===== src/hdl/ean13_pkg.sv =====
// ----------------------------------------------------------------------------
// ean13_pkg
// Shared types, constants and code tables for the EAN-13 pattern encoder.
// ----------------------------------------------------------------------------
`default_nettype none

package ean13_pkg;

    localparam int unsigned QueueDepth = 2;
    localparam int unsigned QueuePtrW  = $clog2(QueueDepth);
    localparam int unsigned QueueCntW  = $clog2(QueueDepth + 1);

    localparam logic [3:0] LastPosition  = 4'd12;
    localparam logic [3:0] CenterPosition = 4'd6;
    localparam logic [3:0] MaxDigit      = 4'd9;

    localparam logic [6:0] EdgeGuard   = 7'b0000101;
    localparam logic [6:0] CenterGuard = 7'b0001010;
    localparam logic [6:0] AllModules  = 7'b1111111;

    localparam logic [2:0] EdgeCount   = 3'd3;
    localparam logic [2:0] CenterCount = 3'd5;
    localparam logic [2:0] DigitCount  = 3'd7;

    // Guard that follows the digit result of an item
    typedef enum logic [1:0] {
        TAIL_NONE,
        TAIL_CENTER,
        TAIL_END
    } tail_t;

    // One classified item, as it travels from front to back
    typedef struct packed {
        logic [6:0] pattern;
        logic [2:0] count;
        logic       guard;
        logic       err;
        tail_t      tail;
    } cmd_t;

    // Queue status seen by the front and the back
    typedef struct packed {
        logic                 full;
        logic                 empty;
        logic [QueueCntW-1:0] level;
    } queue_status_t;

    // L code of a decimal digit; zero for codes that are not digits
    function automatic logic [6:0] l_code(input logic [3:0] d);
        logic [6:0] c;
        unique case (d)
            4'd0:    c = 7'h0D;
            4'd1:    c = 7'h19;
            4'd2:    c = 7'h13;
            4'd3:    c = 7'h3D;
            4'd4:    c = 7'h23;
            4'd5:    c = 7'h31;
            4'd6:    c = 7'h2F;
            4'd7:    c = 7'h3B;
            4'd8:    c = 7'h37;
            4'd9:    c = 7'h0B;
            default: c = 7'h00;
        endcase
        return c;
    endfunction

    // L/G parity selection of a leading digit
    function automatic logic [5:0] parity_code(input logic [3:0] d);
        logic [5:0] p;
        unique case (d)
            4'd0:    p = 6'h00;
            4'd1:    p = 6'h0B;
            4'd2:    p = 6'h0D;
            4'd3:    p = 6'h0E;
            4'd4:    p = 6'h13;
            4'd5:    p = 6'h19;
            4'd6:    p = 6'h1C;
            4'd7:    p = 6'h15;
            4'd8:    p = 6'h16;
            4'd9:    p = 6'h1A;
            default: p = 6'h00;
        endcase
        return p;
    endfunction

    // Reverse the order of seven module bits
    function automatic logic [6:0] mirror7(input logic [6:0] v);
        logic [6:0] r;
        for (int k = 0; k < 7; k++) begin
            r[6-k] = v[k];
        end
        return r;
    endfunction

endpackage

`default_nettype wire


===== src/hdl/ean13_front.sv =====
// ----------------------------------------------------------------------------
// ean13_front
// Tracks the digit position and parity of the current code and turns each
// accepted digit into one command for the back end.
// ----------------------------------------------------------------------------
`default_nettype none

module ean13_front
(
    input  wire logic                  clk,
    input  wire logic                  rst_n,
    input  wire logic                  accept,
    input  wire logic [3:0]            digit_value,
    input  wire logic                  code_start,
    output ean13_pkg::cmd_t            cmd
);

    logic [3:0] pos_reg;
    logic [3:0] pos_next;
    logic [5:0] parity_reg;
    logic [5:0] parity_next;

    logic [3:0] pos_eff;
    logic       err;
    logic [6:0] lc;
    logic [6:0] rc;
    logic [2:0] par_idx;
    logic       use_g;

    // Resolve the position, error flag, codes and parity choice of this digit
    always_comb
    begin
        pos_eff = (code_start || pos_reg > ean13_pkg::LastPosition) ? 4'd0 : pos_reg;
        err     = digit_value > ean13_pkg::MaxDigit;
        lc      = ean13_pkg::l_code(digit_value);
        rc      = lc ^ ean13_pkg::AllModules;
        par_idx = 3'(ean13_pkg::CenterPosition - pos_eff);
        use_g   = parity_reg[par_idx];
    end

    // Classify the digit and advance the position
    always_comb
    begin
        cmd.err     = err;
        cmd.tail    = ean13_pkg::TAIL_NONE;
        pos_next    = pos_reg;
        parity_next = parity_reg;
        if (pos_eff == 4'd0)
        begin
            cmd.pattern = ean13_pkg::EdgeGuard;
            cmd.count   = ean13_pkg::EdgeCount;
            cmd.guard   = 1'b1;
            pos_next    = 4'd1;
            parity_next = err ? 6'd0 : ean13_pkg::parity_code(digit_value);
        end
        else
        begin
            cmd.count = ean13_pkg::DigitCount;
            cmd.guard = 1'b0;
            priority if (err)
                cmd.pattern = 7'd0;
            else if (pos_eff <= ean13_pkg::CenterPosition)
                cmd.pattern = use_g ? ean13_pkg::mirror7(rc) : lc;
            else
                cmd.pattern = rc;
            if (pos_eff == ean13_pkg::CenterPosition)
                cmd.tail = ean13_pkg::TAIL_CENTER;
            else if (pos_eff == ean13_pkg::LastPosition)
                cmd.tail = ean13_pkg::TAIL_END;
            pos_next = (pos_eff == ean13_pkg::LastPosition) ? 4'd0 : pos_eff + 4'd1;
        end
    end

    // Hold code state between digits
    always_ff @(posedge clk or negedge rst_n)
    begin
        if (!rst_n)
        begin
            pos_reg    <= 4'd0;
            parity_reg <= 6'd0;
        end
        else if (accept)
        begin
            pos_reg    <= pos_next;
            parity_reg <= parity_next;
        end
    end

endmodule

`default_nettype wire


===== src/hdl/ean13_cmd_queue.sv =====
// ----------------------------------------------------------------------------
// ean13_cmd_queue
// Short command queue that decouples the front end from the back end.
// ----------------------------------------------------------------------------
`default_nettype none

module ean13_cmd_queue
(
    input  wire logic                  clk,
    input  wire logic                  rst_n,
    input  wire logic                  wr_en,
    input  ean13_pkg::cmd_t            wr_cmd,
    input  wire logic                  rd_en,
    output ean13_pkg::cmd_t            rd_cmd,
    output ean13_pkg::queue_status_t   status
);

    ean13_pkg::cmd_t                         entries_reg [ean13_pkg::QueueDepth];
    logic [ean13_pkg::QueuePtrW-1:0]         wr_ptr_reg;
    logic [ean13_pkg::QueuePtrW-1:0]         rd_ptr_reg;
    logic [ean13_pkg::QueueCntW-1:0]         count_reg;
    logic [ean13_pkg::QueueCntW-1:0]         count_next;

    localparam logic [ean13_pkg::QueuePtrW-1:0] LastSlot =
        ean13_pkg::QueuePtrW'(ean13_pkg::QueueDepth - 1);

    assign status.full  = count_reg == ean13_pkg::QueueCntW'(ean13_pkg::QueueDepth);
    assign status.empty = count_reg == '0;
    assign status.level = count_reg;
    assign rd_cmd       = entries_reg[rd_ptr_reg];

    // Track fill level
    always_comb
    begin
        count_next = count_reg;
        if (wr_en && !rd_en)
            count_next = count_reg + 1'b1;
        else if (rd_en && !wr_en)
            count_next = count_reg - 1'b1;
    end

    // Advance pointers
    always_ff @(posedge clk or negedge rst_n)
    begin
        if (!rst_n)
        begin
            wr_ptr_reg <= '0;
            rd_ptr_reg <= '0;
            count_reg  <= '0;
        end
        else
        begin
            if (wr_en)
                wr_ptr_reg <= (wr_ptr_reg == LastSlot) ? '0 : wr_ptr_reg + 1'b1;
            if (rd_en)
                rd_ptr_reg <= (rd_ptr_reg == LastSlot) ? '0 : rd_ptr_reg + 1'b1;
            count_reg <= count_next;
        end
    end

    // Store written commands
    always_ff @(posedge clk)
    begin
        if (wr_en)
            entries_reg[wr_ptr_reg] <= wr_cmd;
    end

endmodule

`default_nettype wire


===== src/hdl/ean13_back.sv =====
// ----------------------------------------------------------------------------
// ean13_back
// Expands each command into one or two result patterns and holds the
// current result for the consumer.
// ----------------------------------------------------------------------------
`default_nettype none

module ean13_back
(
    input  wire logic                  clk,
    input  wire logic                  rst_n,
    input  ean13_pkg::cmd_t            q_cmd,
    input  wire logic                  q_empty,
    output logic                       q_rd,
    input  wire logic                  pop,
    output logic                       empty,
    output logic [6:0]                 bar_pattern,
    output logic [2:0]                 module_count,
    output logic                       is_guard,
    output logic                       digit_error,
    output logic                       last_of_run
);

    ean13_pkg::cmd_t cur_reg;
    logic            valid_reg;
    logic            valid_next;
    logic            tail_reg;
    logic            tail_next;
    logic            done;

    // Present the digit part or the trailing guard
    always_comb
    begin
        digit_error = cur_reg.err;
        if (tail_reg)
        begin
            is_guard    = 1'b1;
            last_of_run = 1'b1;
            unique case (cur_reg.tail)
                ean13_pkg::TAIL_CENTER:
                begin
                    bar_pattern  = ean13_pkg::CenterGuard;
                    module_count = ean13_pkg::CenterCount;
                end
                default:
                begin
                    bar_pattern  = ean13_pkg::EdgeGuard;
                    module_count = ean13_pkg::EdgeCount;
                end
            endcase
        end
        else
        begin
            bar_pattern  = cur_reg.pattern;
            module_count = cur_reg.count;
            is_guard     = cur_reg.guard;
            last_of_run  = cur_reg.tail == ean13_pkg::TAIL_NONE;
        end
    end

    assign empty = !valid_reg;

    // Decide when the current command is finished and what comes next
    always_comb
    begin
        done       = !valid_reg || (pop && last_of_run);
        q_rd       = done && !q_empty;
        valid_next = valid_reg;
        tail_next  = tail_reg;
        if (done)
        begin
            valid_next = !q_empty;
            tail_next  = 1'b0;
        end
        else if (pop)
        begin
            tail_next = 1'b1;
        end
    end

    // Hold control state
    always_ff @(posedge clk or negedge rst_n)
    begin
        if (!rst_n)
        begin
            valid_reg <= 1'b0;
            tail_reg  <= 1'b0;
        end
        else
        begin
            valid_reg <= valid_next;
            tail_reg  <= tail_next;
        end
    end

    // Load the next command
    always_ff @(posedge clk)
    begin
        if (q_rd)
            cur_reg <= q_cmd;
    end

endmodule

`default_nettype wire


===== src/hdl/ean13_module_pattern_encoder.sv =====
// ----------------------------------------------------------------------------
// ean13_module_pattern_encoder
// EAN-13 encoder: digits in, bar module patterns and guards out.
// ----------------------------------------------------------------------------
// An accepted digit passes a queue entry and the back end's result register
// before it shows on the result ports. Throughput: one result per cycle while
// pop is held and the queue is not empty; a digit gives one result, or two for
// digits 7 and 13 whose guard follows. The two-entry command queue fills during
// a guard and the input stalls; pop stalls back up through the queue to full.
// Reset clears position, parity, queue and result valid; payload is not reset.
`default_nettype none

module ean13_module_pattern_encoder
(
    input  wire logic       clk,
    input  wire logic       rst_n,
    input  wire logic       push,
    output logic            full,
    input  wire logic [3:0] digit_value,
    input  wire logic       code_start,
    input  wire logic       pop,
    output logic            empty,
    output logic [6:0]      bar_pattern,
    output logic [2:0]      module_count,
    output logic            is_guard,
    output logic            digit_error,
    output logic            last_of_run
);

    ean13_pkg::cmd_t          front_cmd;
    ean13_pkg::cmd_t          q_cmd;
    ean13_pkg::queue_status_t q_status;
    logic                     accept;
    logic                     q_rd;

    assign full   = q_status.full;
    assign accept = push && !q_status.full;

    // Classify incoming digits
    ean13_front u_front
    (
        .clk         (clk),
        .rst_n       (rst_n),
        .accept      (accept),
        .digit_value (digit_value),
        .code_start  (code_start),
        .cmd         (front_cmd)
    );

    // Buffer commands between front and back
    ean13_cmd_queue u_queue
    (
        .clk    (clk),
        .rst_n  (rst_n),
        .wr_en  (accept),
        .wr_cmd (front_cmd),
        .rd_en  (q_rd),
        .rd_cmd (q_cmd),
        .status (q_status)
    );

    // Expand commands into results
    ean13_back u_back
    (
        .clk          (clk),
        .rst_n        (rst_n),
        .q_cmd        (q_cmd),
        .q_empty      (q_status.empty),
        .q_rd         (q_rd),
        .pop          (pop),
        .empty        (empty),
        .bar_pattern  (bar_pattern),
        .module_count (module_count),
        .is_guard     (is_guard),
        .digit_error  (digit_error),
        .last_of_run  (last_of_run)
    );

    // Queue level stays within its depth
    assert property (@(posedge clk) disable iff (!rst_n)
        q_status.level <= ean13_pkg::QueueCntW'(ean13_pkg::QueueDepth))
        else $error("command queue overfilled");

    // Digit results are seven modules wide and never guards
    assert property (@(posedge clk) disable iff (!rst_n)
        (!empty && !is_guard) |-> module_count == ean13_pkg::DigitCount)
        else $error("digit result with wrong module count");

    // A center guard always closes its item
    assert property (@(posedge clk) disable iff (!rst_n)
        (!empty && module_count == ean13_pkg::CenterCount) |-> (is_guard && last_of_run))
        else $error("center guard not last of run");

    // A non-final result is followed by its guard after transfer
    assert property (@(posedge clk) disable iff (!rst_n)
        (!empty && pop && !last_of_run) |=> (!empty && is_guard && last_of_run))
        else $error("trailing guard missing");

endmodule

`default_nettype wire

===== config.mk =====
export PLATFORM = sky130hd
export DESIGN_NAME = ean13_module_pattern_encoder
export DESIGN_NICKNAME = d
export VERILOG_FILES = /design/src/hdl/ean13_pkg.sv /design/src/hdl/ean13_front.sv /design/src/hdl/ean13_cmd_queue.sv /design/src/hdl/ean13_back.sv /design/src/hdl/ean13_module_pattern_encoder.sv
export SDC_FILE = /design/constraint.sdc
export NUM_CORES = 1
export LEC_CHECK = 0
export ABC_AREA = 1
export BUFFER_PORTS_ARGS = -buffer_cell sky130_fd_sc_hd__clkbuf_2
export CORE_AREA = 3 3 76 78
export DETAILED_ROUTE_END_ITERATION = 10
export DIE_AREA = 0 0 79 81
export PLACE_DENSITY_LB_ADDON = 0.1
export REMOVE_ABC_BUFFERS = 1
export SLEW_MARGIN = 20
export SYNTH_ARGS = -nofsm -noshare
export SYNTH_HDL_FRONTEND = slang
export SYNTH_HIERARCHICAL = 1
export SYNTH_SLANG_ARGS = --single-unit

===== constraint.sdc =====
create_clock -name clk -period 4.1 [get_ports clk]
set_input_delay 0.205 -clock clk [delete_from_list [all_inputs] [get_ports clk]]
set_output_delay 0.205 -clock clk [all_outputs]
set_load 0.1 [all_outputs]

[Word-level counts from Yosys, hierarchy flattened]
Memory sizes are Yosys's and may differ from the RTL's. A register that Yosys moved wholly into a read port is not among the register bits.
Cells that the tools add are included.
Word-level totals
  RAM bits: 28
  output and inout bits: 15
  bits in latches: 0
  bits in registers: 16
  memories kept: 3
  bits in read-only memories: 176
  input port bits: 9
Memories
  (no name shown): words 16, bits a word 6, read ports 1, clocked after memory_dff 0, write ports 0, RTL line ean13_pkg.sv:51  | unique case (d)
  (no name shown): words 16, bits a word 5, read ports 1, clocked after memory_dff 0, write ports 0, RTL line ean13_pkg.sv:70  | unique case (d)
  u_queue.entries_reg: words 2, bits a word 14, read ports 1, clocked after memory_dff 1, write ports 1, RTL line ean13_cmd_queue.sv:18  | ean13_pkg::cmd_t entries_reg [ean13_pkg::QueueDepth];
Operators by class
  bitwise operators: 1
  order comparisons: 4
  div/mod/pow operators: 0
  eq/ne operators: 4
  add/subtract/negate cells: 6
  multipliers: 0
  shift operators: 0
  reduce and logical (&&, ||, !) cells: 18
  muxes and demuxes: 27
Operator list (number)
  two-way mux 7 bit: 4
  two-way mux 4 bit: 4
  two-way mux 11 bit: 1
  two-way mux 2 bit: 5
  two-way mux 1 bit: 9
  > comparator 4 bit (second input constant): 2
  inverter 7 bit: 1
  two-way mux 3 bit: 2
  two-way mux 6 bit: 1
  logical AND 1 bit: 5
  logical NOT 1 bit: 5
  adder 4 x 1 -> 4 bit (second input constant): 1
  == test 4 x 3 -> 1 bit (second input constant): 1
  == test 4 bit (second input constant): 1
  <= comparator 4 x 3 -> 1 bit (second input constant): 1
  logical NOT 2 bit: 2
  logical NOT 4 bit: 1
  < comparator 3 x 4 -> 1 bit (second input constant): 1
  nonzero test 2 bit: 2
  binary-select mux 1 bit (select 3 bit): 1
  subtractor 3 bit (first input constant): 1
  adder 1 bit (second input constant): 2
  adder 2 x 1 -> 2 bit (second input constant): 1
  == test 2 x 1 -> 1 bit (second input constant): 1
  other kinds (4): 5

[Logic depth before layout (Yosys ltp)]
  word-level depth: 10
  mapped depth: 15

[By module]
The synthesis kept the hierarchy.
By module, submodules not included
  ean13_cmd_queue: sequential area each 940.9 µm², times used 1, cells each 69, area each 1270.0 µm²
  ean13_front: sequential area each 225.2 µm², times used 1, cells each 157, area each 1092.3 µm²
  ean13_back: sequential area each 470.5 µm², times used 1, cells each 50, area each 649.4 µm²
  ean13_module_pattern_encoder: sequential area each 0.0 µm², times used 1, cells each 2, area each 10.0 µm²

[Worst setup path before layout]
No wires, ideal clock.
  path type: flip-flop to flip-flop
  from: register u_queue/count_reg[0] (netlist name)
  to: register u_queue/count_reg[1] (netlist name)
  setup time: 0.117 ns
  arrival time: 2.625 ns
  path buffers: 0
  cell stages (with the launch flop): 8
  setup slack: 1.358 ns
  period minus slack after synthesis: 2.742 ns
  required time: 3.983 ns
  cells stage by stage: dfrtp_1 -> nor2_1 -> nor2_2 -> ha_1 -> inv_1 -> nand3_1 -> nand2_1 -> nand2_1
On the way
  longest elaborated chain between the ends: 6
  elaborated cells on any way between the ends: 15
  classes of those cells: add/sub: 2; eq/ne: 1; mux: 2; reduce/logical: 10
RTL lines
  from (decl): RTL line ean13_cmd_queue.sv:21  | logic [ean13_pkg::QueueCntW-1:0] count_reg;
  from (signal assigned): RTL line ean13_cmd_queue.sv:57  | count_reg <= count_next;
  == test 2 bit *: RTL line ean13_cmd_queue.sv:27  | assign status.full = count_reg == ean13_pkg::QueueCntW'(ean13_pkg::QueueDepth);
  via full: RTL line ean13_module_pattern_encoder.sv:18  | output logic full,
  logical NOT 1 bit *: RTL line ean13_module_pattern_encoder.sv:37  | assign accept = push && !q_status.full;
  logical AND 1 bit *: RTL line ean13_module_pattern_encoder.sv:37
  via accept: RTL line ean13_module_pattern_encoder.sv:33  | logic accept;
  logical NOT 1 bit: RTL line ean13_cmd_queue.sv:38  | else if (rd_en && !wr_en)
  logical AND 1 bit: RTL line ean13_cmd_queue.sv:38
  nonzero test 2 bit (no source line)
Mark *: on every way through the listed nets, which the timed path passes. The rest lies on a longest branch. The select of a mux whose other input is x is not followed.
A chain may end at the register's enable or synchronous reset.

==> flow_summary.yaml <==
cts:
  post_cts_buffers: 0
  cts_resized: 0
  clkSinkCount: 57
  clock_latency_ns: 0.33
  cts_buffers: 9
  clk_pin_slew_ns: 0.06
  cts_tree: "done"
  cts_root_buf: "clkbuf_8"
  cts.path.max_buffers: 2
  htree_levels: 3
cells_and_area:
  nNetsFinal: 327
  register_area_mm2: 0.00164
  drive_gt1_share_pct: 27.1
  fillers: 420
  multiInputGateArea_mm2: 0.00114
  syn_to_final_growth_pct: 12.2
  largest_reg_flops: 28
  final_common_cell: "nand2_1"
  layout_common_cells: "48 x nand2_1, 42 x edfxtp_1, 39 x inv_1, 23 x clkbuf_2, 17 x nand3_1"
  antenna_cells: 0
timing:
  max_slew_margin_pct: 45.8
  setup_tns_ns: 0
  timing.fmax_mhz: 444
  tightest_slew_ns: 0.813
  slew_viol_final: 0
  skew_ns: 0.0137
  setup_viol: 0
  finalCritPeriodShare_pct: 55.0
  timing_hold_violations_final: 0
  rsz0062_at_grt: "false"
  fin_crit_ns: 2.25
global_routing:
  antenna_found_initial: 0
  grt_max_degree: 17
  grt_pass1_vias: 1837
  grt.total_usage_pct: 16.7
  grt_first_pass_wirelength_um: 8000
  overflow: 0
floorplan:
  dieArea_mm2: 0.00640
  core_area_mm2: 0.00514
  die_h_um: 81
  pin_count: 24
  rows: 26
  initial_core_util_pct: 58.8
  die_w_um: 79
logic_synthesis:
  avgSynthCellArea_um2: 10.9
  syn_inst: 278
  synth_seq_area_share_pct: 54.2
  yosys.cell_types.count: 40
  ys_ff_latch: 57
  syn_area_mm2: 0.00302
  yosys_warnings: 6
flow_run:
  cap_violations: 0
placement:
  place_congestion: 0.805
  port_buffers: 23
  detailedPlacementHpwl_um: 3510
worst_setup_path:
  cp.required_ns: 4.17
  cp-startpoint: "u_front/pos_reg[1]"
  reg2reg_to: "u_queue/entries_reg[0][10]"
  crit_fanout: 6
  crit_path_end: "u_queue/entries_reg[0][10]"
  rr_worst_depth: 13
  end_kind: "flip-flop"
  rr_startpoint: "u_front/pos_reg[1]"
  startpoint_type: "flip-flop"
  criticalPathCategory: "reg -> reg"
  worst_ep_arrival_time_ns: 2.32
  r2r_slack_ns: 1.85
route:
  wl_um: 4700
  routed_via_density: 4.91
  drt-initial-drc-count: 78
  drtPass1Iterations: 4
  wire_per_inst_um: 12.3
  ant_nets: 0
  drc: 0
  vias: 1887
hold_path:
  hp-class: "in -> reg"
outcome:
  status: "complete, no violations"
[metrics by stage]
stage | std cells | instance area, um^2 | hold WS (ns) | setup slack (ns) | util [%]
4_1_cts | 384 | 3390 | 0.163 | 1.81 | 66.0
6_report | 384 | 3390 | 0.178 | 1.85 | 66.0
3_5_place_dp | 367 | 3170 | 0.148 | 1.81 | 61.7
5_1_grt | 384 | 3390 | 0.181 | 1.61 | 66.0
2_1_floorplan | 273 | 2960 | -0.0906 | 1.36 | -
3_3_place_gp | 367 | 3170 | 0.156 | 1.87 | 61.7
[worst min-delay path by stage]
| stage | from | endpoint | slack [ns] | cells after the start |
|---|---|---|---|---|
| global route | pop | u_back/tail_reg | 0.18 | 3 |
| finish | pop | u_back/tail_reg | 0.18 | 3 |
| CTS | pop | u_back/tail_reg | 0.16 | 3 |
| detailed placement | rst_n | u_back/valid_reg | 0.15 | 1 |
| floorplan | rst_n | u_back/tail_reg | -0.09 | 0 |
| global placement | rst_n | u_queue/count_reg[0] | 0.16 | 1 |
[synth_stat cells (all sizes together)]
master / count / area (um^2)
a31oi: 1 / 21.3
nor3: 2 / 10.0
ha: 9 / 113
o21ai: 8 / 51.3
inv: 47 / 186
edfxtp: 42 / 1260
mux2: 17 / 225
a21oi: 14 / 73.8
dfrtp: 15 / 375
nand4: 4 / 25.0
nor2: 20 / 95.1
buf: 6 / 65.1
conb: 1 / 3.75
xor2: 2 / 17.5
o31ai: 1 / 7.51
o211ai: 1 / 7.51
or2: 3 / 18.8
a211oi: 2 / 15.0
o21bai: 1 / 7.51
nand2: 56 / 245
nand3: 22 / 165
o22ai: 1 / 6.26
xnor2: 1 / 8.76
nand3b: 1 / 7.51
a221oi: 1 / 8.76
[repair_timing]
action,4_1_cts,5_1_grt
hold buffers,1,0
endpoints found under the setup margin,0,0
endpoints found under the hold margin,15,0
[layout make-up]
cell class	instances	share of cell area (%)
timing repair buffer	25	3.91
clock buffer	10	3.76
inverter	47	5.50
sequential	57	48.3
tap	70	2.58
clock inverter	6	2.44
multi-input combinational	169	33.5
[cells by family after synthesis]
family,after synthesis,synth area share (%)
DFF,57,54.2
buffers and inverters,53,8.32
xor gates and xnor gates,3,0.870
other,1,0.124
muxes,17,7.45
and+or+nand+nor,108,18.8
AOI/OAI and AO/OA,30,6.58
adders and majority gates,9,3.73
[worst max-delay path, stage by stage, from the launching register on]
cell and delay (ns):
dfrtp_1 0.42, inv_1 0.10, nand2_1 0.09, nand2_4 0.11, nand2_2 0.08, nor2_1 0.13, inv_1 0.06, ha_1 0.33
inv_1 0.07, nand3_1 0.14, nand3_4 0.14, nand3_4 0.09, o21ai_0 0.16, nor2_1 0.08
[per-layer routing]
layer  GRT usage, %  vias up  part of all wire (%)
li1               -      984                     -
met1           18.7      866                    44
met2           28.5       30                    51
met3           5.43        7                   3.8
met4           8.93        0                   1.8
met5              0        -                     0
Power is not shown: default switching activity piles up to over one toggle a cycle in this logic, so the estimate is an artifact.
